`config.mk`:
```
export PLATFORM = sky130hd
export DESIGN_NAME = bba_ctrl
export DESIGN_NICKNAME = d
export VERILOG_FILES = /design/src/hw/rtl/bba_pkg.sv /design/src/hw/rtl/bba_ctrl.sv
export SDC_FILE = /design/constraint.sdc
export NUM_CORES = 1
export LEC_CHECK = 0
export BUFFER_PORTS_ARGS = -buffer_cell sky130_fd_sc_hd__clkbuf_2
export CAP_MARGIN = 20
export CORE_UTILIZATION = 52
export CTS_BUF_LIST = sky130_fd_sc_hd__clkbuf_4 sky130_fd_sc_hd__clkbuf_8
export DETAILED_ROUTE_END_ITERATION = 12
export PLACE_DENSITY_LB_ADDON = 0.3
export SYNTH_ARGS = -nofsm -noshare
export SYNTH_HDL_FRONTEND = slang
export SYNTH_SLANG_ARGS = --single-unit
```
`constraint.sdc`:
```
create_clock -name i_clk -period 2.95 [get_ports i_clk]
set_input_delay 0.7375 -clock i_clk [delete_from_list [all_inputs] [get_ports i_clk]]
set_output_delay 0.7375 -clock i_clk [all_outputs]
set_load 0.05 [all_outputs]
```
`src/hw/rtl/bba_pkg.sv`:
```
package bba_pkg;

    localparam int NUM_BLOCKS_DEF = 1024;
    localparam int MAX_ORDER_DEF  = 10;

    localparam int REQ_W  = 11;
    localparam int BLK_W  = 10;
    localparam int ORD_W  = 4;
    localparam int STAT_W = 2;
    localparam int CFG_W  = 11;
    localparam int IN_W   = 24;
    localparam int OUT_W  = 16;
    localparam int ROW_W  = 32;
    localparam int ROW_SH = 5;

    localparam logic [CFG_W-1:0] CFG_RESET = 11'd1024;

    localparam logic [STAT_W-1:0] STAT_OK      = 2'd0;
    localparam logic [STAT_W-1:0] STAT_ZERO    = 2'd1;
    localparam logic [STAT_W-1:0] STAT_NOSPACE = 2'd2;

    localparam logic KIND_ALLOC = 1'b0;

    typedef enum logic [3:0] {
        ST_INIT,
        ST_IDLE,
        ST_DECODE,
        ST_CHECK,
        ST_SCAN_RD,
        ST_SCAN_CHK,
        ST_SPLIT_RD,
        ST_SPLIT_WR,
        ST_BUD_RD,
        ST_BUD_CHK,
        ST_SET_RD,
        ST_SET_WR,
        ST_RESULT
    } t_state;

    typedef enum logic [1:0] {
        RES_ALLOC,
        RES_FREE,
        RES_ZERO,
        RES_FAIL
    } t_res;

    typedef enum logic [1:0] {
        ADDR_SCAN,
        ADDR_SPLIT,
        ADDR_BUD,
        ADDR_SELF
    } t_addr_sel;

    typedef enum logic [2:0] {
        WR_NONE,
        WR_INIT,
        WR_CLR_SCAN,
        WR_SET,
        WR_CLR_BUD
    } t_wr_sel;

    typedef struct packed {
        logic      load;
        logic      setup;
        logic      rd;
        t_addr_sel asel;
        t_wr_sel   wsel;
        logic      row_inc;
        logic      ord_inc;
        logic      hit;
        logic      split_dec;
        logic      split_adv;
        logic      merge;
        logic      res_load;
        t_res      res;
    } t_cmd;

    typedef struct packed {
        logic init_last;
        logic out_free;
        logic kind;
        logic zero_req;
        logic too_big;
        logic bad_free;
        logic row_hit;
        logic last_row;
        logic k_at_top;
        logic k_gt_m;
        logic bud_free;
    } t_stat;

    function automatic logic [ORD_W-1:0] flog2(input logic [REQ_W-1:0] v);
        logic [ORD_W-1:0] r;
        r = '0;
        for (int i = 0; i < REQ_W; i++) begin
            if (v[i]) begin
                r = ORD_W'(i);
            end
        end
        return r;
    endfunction

endpackage

```
`src/hw/rtl/bba_ctrl.sv`:
```
module bba_ctrl (
    input  logic          i_clk,
    input  logic          i_rst_n,
    input  logic          i_valid,
    input  logic          i_cfg_wr_en,
    input  bba_pkg::t_stat i_stat,
    output logic          o_ready,
    output bba_pkg::t_cmd o_cmd
);

    bba_pkg::t_state r_state, n_state;
    bba_pkg::t_res   r_res, n_res;

    always_ff @(posedge i_clk) begin
        if (!i_rst_n) begin
            r_state <= bba_pkg::ST_INIT;
            r_res   <= bba_pkg::RES_FAIL;
        end else begin
            r_state <= n_state;
            r_res   <= n_res;
        end
    end

    always_comb begin
        n_state = r_state;
        n_res   = r_res;
        o_ready = 1'b0;
        o_cmd   = '0;
        o_cmd.res = r_res;
        case (r_state)
            bba_pkg::ST_INIT: begin
                o_cmd.wsel = bba_pkg::WR_INIT;
                if (i_stat.init_last) begin
                    n_state = bba_pkg::ST_IDLE;
                end
            end
            bba_pkg::ST_IDLE: begin
                o_ready = 1'b1;
                if (i_valid) begin
                    o_cmd.load = 1'b1;
                    n_state    = bba_pkg::ST_DECODE;
                end
            end
            bba_pkg::ST_DECODE: begin
                o_cmd.setup = 1'b1;
                n_state     = bba_pkg::ST_CHECK;
            end
            bba_pkg::ST_CHECK: begin
                if (i_stat.zero_req) begin
                    n_res   = bba_pkg::RES_ZERO;
                    n_state = bba_pkg::ST_RESULT;
                end else if (i_stat.too_big) begin
                    n_res   = bba_pkg::RES_FAIL;
                    n_state = bba_pkg::ST_RESULT;
                end else if (i_stat.kind == bba_pkg::KIND_ALLOC) begin
                    n_state = bba_pkg::ST_SCAN_RD;
                end else if (i_stat.bad_free) begin
                    n_res   = bba_pkg::RES_FAIL;
                    n_state = bba_pkg::ST_RESULT;
                end else begin
                    n_state = bba_pkg::ST_BUD_RD;
                end
            end
            bba_pkg::ST_SCAN_RD: begin
                o_cmd.rd   = 1'b1;
                o_cmd.asel = bba_pkg::ADDR_SCAN;
                n_state    = bba_pkg::ST_SCAN_CHK;
            end
            bba_pkg::ST_SCAN_CHK: begin
                if (i_stat.row_hit) begin
                    o_cmd.wsel = bba_pkg::WR_CLR_SCAN;
                    o_cmd.hit  = 1'b1;
                    n_state    = bba_pkg::ST_SPLIT_RD;
                end else if (!i_stat.last_row) begin
                    o_cmd.row_inc = 1'b1;
                    n_state       = bba_pkg::ST_SCAN_RD;
                end else if (!i_stat.k_at_top) begin
                    o_cmd.ord_inc = 1'b1;
                    n_state       = bba_pkg::ST_SCAN_RD;
                end else begin
                    n_res   = bba_pkg::RES_FAIL;
                    n_state = bba_pkg::ST_RESULT;
                end
            end
            bba_pkg::ST_SPLIT_RD: begin
                if (i_stat.k_gt_m) begin
                    o_cmd.rd        = 1'b1;
                    o_cmd.asel      = bba_pkg::ADDR_SPLIT;
                    o_cmd.split_dec = 1'b1;
                    n_state         = bba_pkg::ST_SPLIT_WR;
                end else begin
                    n_res   = bba_pkg::RES_ALLOC;
                    n_state = bba_pkg::ST_RESULT;
                end
            end
            bba_pkg::ST_SPLIT_WR: begin
                o_cmd.wsel      = bba_pkg::WR_SET;
                o_cmd.split_adv = 1'b1;
                n_state         = bba_pkg::ST_SPLIT_RD;
            end
            bba_pkg::ST_BUD_RD: begin
                if (!i_stat.k_at_top) begin
                    o_cmd.rd   = 1'b1;
                    o_cmd.asel = bba_pkg::ADDR_BUD;
                    n_state    = bba_pkg::ST_BUD_CHK;
                end else begin
                    n_state = bba_pkg::ST_SET_RD;
                end
            end
            bba_pkg::ST_BUD_CHK: begin
                if (i_stat.bud_free) begin
                    o_cmd.wsel  = bba_pkg::WR_CLR_BUD;
                    o_cmd.merge = 1'b1;
                    n_state     = bba_pkg::ST_BUD_RD;
                end else begin
                    n_state = bba_pkg::ST_SET_RD;
                end
            end
            bba_pkg::ST_SET_RD: begin
                o_cmd.rd   = 1'b1;
                o_cmd.asel = bba_pkg::ADDR_SELF;
                n_state    = bba_pkg::ST_SET_WR;
            end
            bba_pkg::ST_SET_WR: begin
                o_cmd.wsel = bba_pkg::WR_SET;
                n_res      = bba_pkg::RES_FREE;
                n_state    = bba_pkg::ST_RESULT;
            end
            bba_pkg::ST_RESULT: begin
                if (i_stat.out_free) begin
                    o_cmd.res_load = 1'b1;
                    n_state        = bba_pkg::ST_IDLE;
                end
            end
            default: begin
                n_state = bba_pkg::ST_INIT;
            end
        endcase
        if (i_cfg_wr_en) begin
            n_state = bba_pkg::ST_INIT;
        end
    end

endmodule

```
; ---- Word-level counts from Yosys, hierarchy flattened
; Index checks and enable logic that the tools add are counted.
[classes]
eq_ne = 21
muxes = 46
bitwise = 1
n_reduce_logical = 6
[op_table]
columns = operator, count
row1 = $pmux 4 s13, 1
row2 = $mux 4, 10
row3 = $mux 2, 12
row4 = $pmux 3 s4, 2
row5 = $eq 4x4->1 const B, 5
row6 = $eq 4x3->1 const B, 4
row7 = $mux 1, 15
row8 = $mux 3, 5
row9 = $ne 2x2->1 const B, 7
row10 = $eq 4x2->1 const B, 2
row11 = $ne 4x4->1 const B, 2
row12 = $pmux 2 s4, 1
row13 = $reduce_and 7->1, 1
row14 = $eq 4x1->1 const B, 1
row15 = $logic_not 4->1, 1
row16 = $reduce_bool 4->1, 1
row17 = $reduce_or 2->1, 2
row18 = $reduce_and 3->1, 1
row19 = $not 1->1, 1
[totals]
ff_bits = 6
input_bits = 15
out_inout_bits = 18
word_cells = 76

; ---- Longest topological paths before layout
; Gate-level depths: netlist of run 1.
[logic_depth]
depth_word = 5
ltp_mapped = 6
mapped_depth_nobuf = 4

; ---- Least setup slack after synthesis of run 1
; Ideal clock, no wire load.
[synth_timing]
path_type = reg-to-output
start = reg r_state[3]
end = out o_cmd[5] (netlist bit)
t_arrival_ps = 2342
required_time_ps = 2213
setup_slack_ps = -129
path_stages_with_launch = 5
path_buffers = 3
cell_sequence = dfxtp_1 -> buf_2 -> buf_2 -> clkbuf_1 -> nor4_1
[synth_rtl]
columns = element, line_no
row1 = from (decl), bba_ctrl.sv:11  ; bba_pkg::t_state r_state, n_state;
row2 = from (signal assigned), bba_ctrl.sv:16  ; r_state <= bba_pkg::ST_INIT;
row3 = from (signal assigned), bba_ctrl.sv:19  ; r_state <= n_state;
row4 = to (decl), bba_ctrl.sv:8  ; output bba_pkg::t_cmd o_cmd

==> key figures, run 1 <==
Run status
  • Status: complete, no violations

Yosys
  • Async SR Flop Fraction: 0
  • EDFF count, synth: 0
  • Gate Count Post-Synth: 105
  • Syn avg cell area: 7.14 um2
  • Count leader, synth: nor2_1
  • Seq cells post-synth: 6
  • Synthesized area: 749 um2
  • Synth cell count leaders: 9 x nor2_1, 8 x nand2_1, 6 x dfxtp_1
  • Most used flip-flop cell after synthesis: dfxtp_1
  • Largest area contributor in the netlist: dfxtp_1
  • Synth unique cells: 44
  • Top cells by area, synth: dfxtp_1 16%, nor2_1 4.5%, nand2b_1 4.2%
  • Post-synthesis sequential area ratio: 0.160
  • Yosys warns: 0
  • Top cell type's share of synthesized area: 0.160
  • Post-Synthesis Net Count: 120

CTS
  • CTS tree: done
  • CTS Sinks: 6
  • Clk Tree Root Cell: clkbuf_4
  • Post-CTS Repair Setup Buffers: 0
  • TritonCTS Buffers: 3
  • Clock Latency Late Sink: roughly 0.25 ns
  • CTS Hold Bufs: 0
  • CTS clk-pin slew, worst paths: 0.05 ns
  • Post_cts resized: 0
  • H-tree level count: 1
  • CTS Buffer Depth: 2

Placed design
  • Dpl hpwl: 1480 um
  • PortBufs: 32
  • Final Wtd Congestion: 0.929
  • Dpl ws: between 0.6 and 0.7 ns

Die
  • Die ar.: 1600 um2
  • Row cnt: 13
  • I/O Pins: 33
  • Core ar.: 1320 um2
  • Die height: about 40 um
  • Die Wd: 40.0 um
  • Initial Util: 0.569

Power and ir drop
  • Clk pwr share: 0.359
  • Seq pwr share: 0.378
  • Comb power frac: 0.264
  • Sw Ratio: 0.325
  • Power per Cell Area: 241 nW/um2
  • Psw: 0.0724 mW
  • Leakage: 0.403 nW
  • VDD IR-drop max: around 180 uV
  • Internal power: 0.150 mW

Route
  • Post-DRT Antenna Nets: 0
  • Drt via density: 5.97
  • Via count: 883
  • DRC viols: 0
  • Final WL: roughly 2000 um
  • DRT iter0 DRCs: 25
  • DRT Pass-1 Iters: 4
  • Routed WL per cell: 13.4 um

Timing
  • Worst-margin pin slew: 0.568 ns
  • Sum Neg Setup Slack: 0 ns
  • Setup ws final: 0.410 ns
  • RSZ-0062 raised after global routing: no
  • Fin. max-slew vios: 0
  • Final Hold Vio Count: 0
  • Tcrit/Tclk final: 0.861
  • Min Clock Period, post-route: between 2 and 3 ns
  • Achievable Freq: 0.394 GHz
  • Slew Limit Headroom: 0.621
  • Final setup fails: 0
  • Fin Clk Skew: 0.00585 ns
  • Final hold slack: 0.515 ns

Worst setup path
  • Slowest stage delay, CP: 0.62 ns
  • CP startpoint kind: flop
  • Worst endpoint data arrival time: ~1.8 ns
  • Cells along the critical path: nand2b_1, nor3_1, and3_1, clkbuf_2
  • WP data required: 2.21 ns
  • CP Class: reg2out
  • Worst-path fanout max: 16
  • Slowest CP cell: dfxtp_1
  • Crit end category: output pin

Finish
  • Nets: 150
  • Synth-to-Final Area Change: 22.9%
  • Ant. Diodes: 0
  • Fillcell total: 121
  • Ratio of cells with drive above 1 in the final layout: 0.346

Global route
  • Global Route Usage Sum: 0.281
  • Global-route wire length before repair: 3080 um
  • Vias in the first global route: 714
  • Initial antenna violation count: 0
  • Grt total ovfl: 0
  • Largest net degree at the start of global routing: 27

Worst hold path
  • Worst min-delay path category: reg2reg

Run
  • MaxCap Viol Count: 0
-- worst paths after layout --
path	start	end	slack, ns	depth (start not counted)
worst max register to register	r_state[1]	r_state[1]	1.13	4
worst max-delay path	r_state[2]	o_cmd[7]	0.41	4
worst min register to register	r_res[1]	r_res[1]	0.52	2
worst min-delay path	r_res[1]	r_res[1]	0.52	2
-- sequential cells by signal, indices dropped and copies added, names as in the netlist --
name / flops
r_res: 2
r_state: 4
-- layer usage --
| metal | GRT usage | routed length [um] |
|---|---|---|
| met4 | 0.0603 | 23 |
| met2 | 0.423 | 938 |
| met3 | 0.0778 | 128 |
| met1 | 0.392 | 892 |
| met5 | 0 | 0 |
-- power groups by stage --
stage / registers, mW / clock network, mW / logic, mW
after floorplan: 0.0847 / 0 / 0.0390
after global placement: 0.0855 / 0 / 0.0565
after detailed placement: 0.0856 / 0 / 0.0579
after CTS: 0.0840 / 0.0799 / 0.0582
after global routing: 0.0841 / 0.0861 / 0.0642
final: 0.0840 / 0.0798 / 0.0586
-- cells in the final DEF, fill, tap and decap left out, types with 3 or more instances in the layout --
master	synthesis	layout
nand2b_1	5	5
nand3b_1	4	4
a21oi_1	5	5
dfxtp_1	6	6
or3_1	4	4
clkbuf_2	0	32
nand2_1	8	8
o21ai_0	5	5
clkbuf_4	0	3
nor2_1	9	9
and2_1	3	3
inv_1	3	3
mux2i_1	3	3
nor3_1	5	5
-- kinds of logic (layout without fill, tap and decap cells) --
family                 Yosys count  in the layout  share of synthesized area
DFF                              6              6                      0.160
and+or+nand+nor                 54             54                      0.414
AOI/OAI and AO/OA               28             28                      0.284
muxes                            3              3                     0.0401
buffers and inverters           14             42                      0.102
-- through the flow --
stage,util,cells,total power [mW],area [um2]
2_1_floorplan,-,105,0.124,762
3_3_place_gp,0.682,145,0.142,898
3_5_place_dp,0.682,145,0.144,898
4_1_cts,0.699,148,0.222,921
5_1_grt,0.699,148,0.234,921
6_report,0.699,148,0.222,921
-- worst max-delay path: cells and delay by family, from the launching register on --
kind | cells | cell delay [ns]
buffers and inverters | 1 | 0.27
flip-flops | 1 | 0.62
AND/OR/NAND/NOR | 3 | 0.66
-- layout make-up --
type                            instances  area (um2)  share of cell area
Multi-Input combinational cell         85         566               0.614
Timing Repair Buffer                   34         175               0.190
Sequential cell                         6         120               0.130
Clock buffer                            3        22.5              0.0245
Inverter                                5        18.8              0.0204
Tap cell                               15        18.8              0.0204
Power figures use the tool's default switching activity.
==> run 2: changes to the inputs <==
BUFFER_PORTS_ARGS = -buffer_cell sky130_fd_sc_hd__buf_4   (was -buffer_cell sky130_fd_sc_hd__clkbuf_2)
==> run 2 against run 1 <==
Compared with the run above: sequential power about the same; sequential share of layout area is 1.0 points lower; register-to-register slack about the same; non-clock buffer count unchanged; utilization grew 6.1 points; count of clock-buffer cells in the layout is the same; cell count stayed put; via count rose by 5.0%; flip-flop and latch count stayed put; die area stayed put; first-iteration DRC count increased by 88%; critical endpoint is now o_cmd[9].
==> key figures, run 2 (same netlist as run 1, synthesis figures left out) <==
Run status
  • Status: complete, no violations

Die
  • I/O Pins: 33 (unchanged)
  • Initial Util: 0.569 (unchanged)
  • Die Wd: 40.0 um (unchanged)
  • Core ar.: 1320 um2 (unchanged)
  • Die height: 40.0 um (unchanged)
  • Die ar.: 1600 um2 (unchanged)
  • Row cnt: 13 (unchanged)

CTS
  • Clk Tree Root Cell: clkbuf_4
  • CTS Hold Bufs: 0 (unchanged)
  • CTS tree: done
  • TritonCTS Buffers: 3 (unchanged)
  • H-tree level count: 1 (unchanged)
  • CTS Sinks: 6 (unchanged)
  • Post-CTS Repair Setup Buffers: 0 (unchanged)
  • CTS clk-pin slew, worst paths: 0.05 ns (about the same)
  • CTS Buffer Depth: 2 (unchanged)
  • Clock Latency Late Sink: 0.24 ns (about the same)
  • Post_cts resized: 0 (unchanged)

Timing
  • Sum Neg Setup Slack: 0 ns (unchanged)
  • Achievable Freq: 0.404 GHz (+2.7%)
  • Min Clock Period, post-route: 2.47 ns (-0.0678 ns)
  • Final hold slack: 0.524 ns (+0.00886 ns)
  • Slew Limit Headroom: 0.602 (-0.0191)
  • Worst-margin pin slew: 0.596 ns (+0.0286 ns)
  • Final setup fails: 0 (unchanged)
  • Tcrit/Tclk final: 0.838 (-0.0230)
  • RSZ-0062 raised after global routing: no
  • Final Hold Vio Count: 0 (unchanged)
  • Fin. max-slew vios: 0 (unchanged)
  • Fin Clk Skew: 0.00454 ns (-0.00131 ns)

Route
  • Drt via density: 6.26 (+5.0%)
  • DRT iter0 DRCs: 47 (+88%)
  • Final WL: 2030 um (+2.2%)
  • DRC viols: 0 (unchanged)
  • Routed WL per cell: 13.7 um (+2.2%)
  • Via count: 927 (+5.0%)
  • Post-DRT Antenna Nets: 0 (unchanged)
  • DRT Pass-1 Iters: 4 (unchanged)

Worst setup path
  • CP Class: reg2out
  • Worst endpoint data arrival time: 1.73 ns (-0.07 ns)
  • CP startpoint kind: flop
  • Worst-path fanout max: 18 (+2)
  • WP data required: 2.21 ns (about the same)
  • Crit end category: output pin

Power and ir drop
  • Power per Cell Area: 222 nW/um2 (-8.0%)
  • VDD IR-drop max: 165 uV (-6.0%)
  • Leakage: 0.426 nW (+5.6%)

Global route
  • Initial antenna violation count: 0 (unchanged)
  • Grt total ovfl: 0 (unchanged)
  • Largest net degree at the start of global routing: 29 (+7.4%)
  • Global-route wire length before repair: 3180 um (+3.3%)
  • Vias in the first global route: 698 (-2.2%)
  • Global Route Usage Sum: 0.285 (+0.00411)

Placed design
  • PortBufs: 32 (unchanged)
  • DP Area: 978 um2 (+8.9%)
  • Final Wtd Congestion: 0.836 (-10%)
  • Dpl hpwl: 1510 um (+2.2%)

Finish
  • Max FFs per register: 4 (unchanged)
  • Largest Register: r_state
  • Fillcell total: 106 (-12%)
  • Most frequent cells in the layout: 34 x buf_4, 9 x nor2_1, 8 x nand2_1
  • Synth-to-Final Area Change: 33.6%
  • Largest regs: r_state x4, r_res x2
  • Ratio of cells with drive above 1 in the final layout: 0.346 (unchanged)
  • Final non-filler cell area: 1000 um2 (+8.7%)
  • Ant. Diodes: 0 (unchanged)
  • Leading cell type in the layout, fill and taps excluded: buf_4
  • Nets: 150 (unchanged)

Worst hold path
  • Worst min-delay path category: reg2reg

Run
  • MaxCap Viol Count: 0 (unchanged)
run 2: changes by cell type in the layout (fill, tap and decap cells not counted), sizes merged:
cell and delta:
buf +32, clkbuf -32
run 2: metal layers:
layer  global-route usage  routed length, um  vias up
met5                    0                  0        -
met4                    0                 21        0
met3               0.0333                170        6
met2                0.444                975       52
met1                0.438                859      423
li1                     -                  -      446
run 2: cell type report:
type	count	area, um2	area share
clock buffer	3	22.5	0.0225
timing repair buffer	34	255	0.255
tap	15	18.8	0.0188
inverter	5	18.8	0.0188
multi-input combinational	85	566	0.565
sequential	6	120	0.120
run 2: worst paths after layout:
kind,slack [ns],startpoint,endpoint,cells after the start
setup / recovery,0.48,r_state[1],o_cmd[9],5
hold / removal,0.52,r_res[1],r_res[1],2
setup reg to reg,1.12,r_state[1],r_state[1],4
hold reg to reg,0.52,r_res[1],r_res[1],2
run 2: per-stage QoR:
step           setup slack, ns  instances  power (mW)  utilization
2_1_floorplan            0.299        105       0.124            -
3_3_place_gp             0.754        145       0.149        0.743
3_5_place_dp             0.734        145       0.151        0.743
4_1_cts                  0.489        148       0.225        0.760
5_1_grt                  0.312        148       0.239        0.760
6_report                 0.478        148       0.222        0.760
run 2: critical path, stage by stage, from the launching register on:
cell and delay, ns:
dfxtp_1 0.69, or2_1 0.31, nor2_1 0.07, a21oi_1 0.13, o22ai_1 0.10, buf_4 0.20
run 2: power breakdown:
group	internal, mW	switching [mW]	total (mW)
registers	0.0825	0.00164	0.0841
logic	0.0283	0.0377	0.0660
clock network	0.0458	0.0264	0.0723
total	0.157	0.0658	0.222
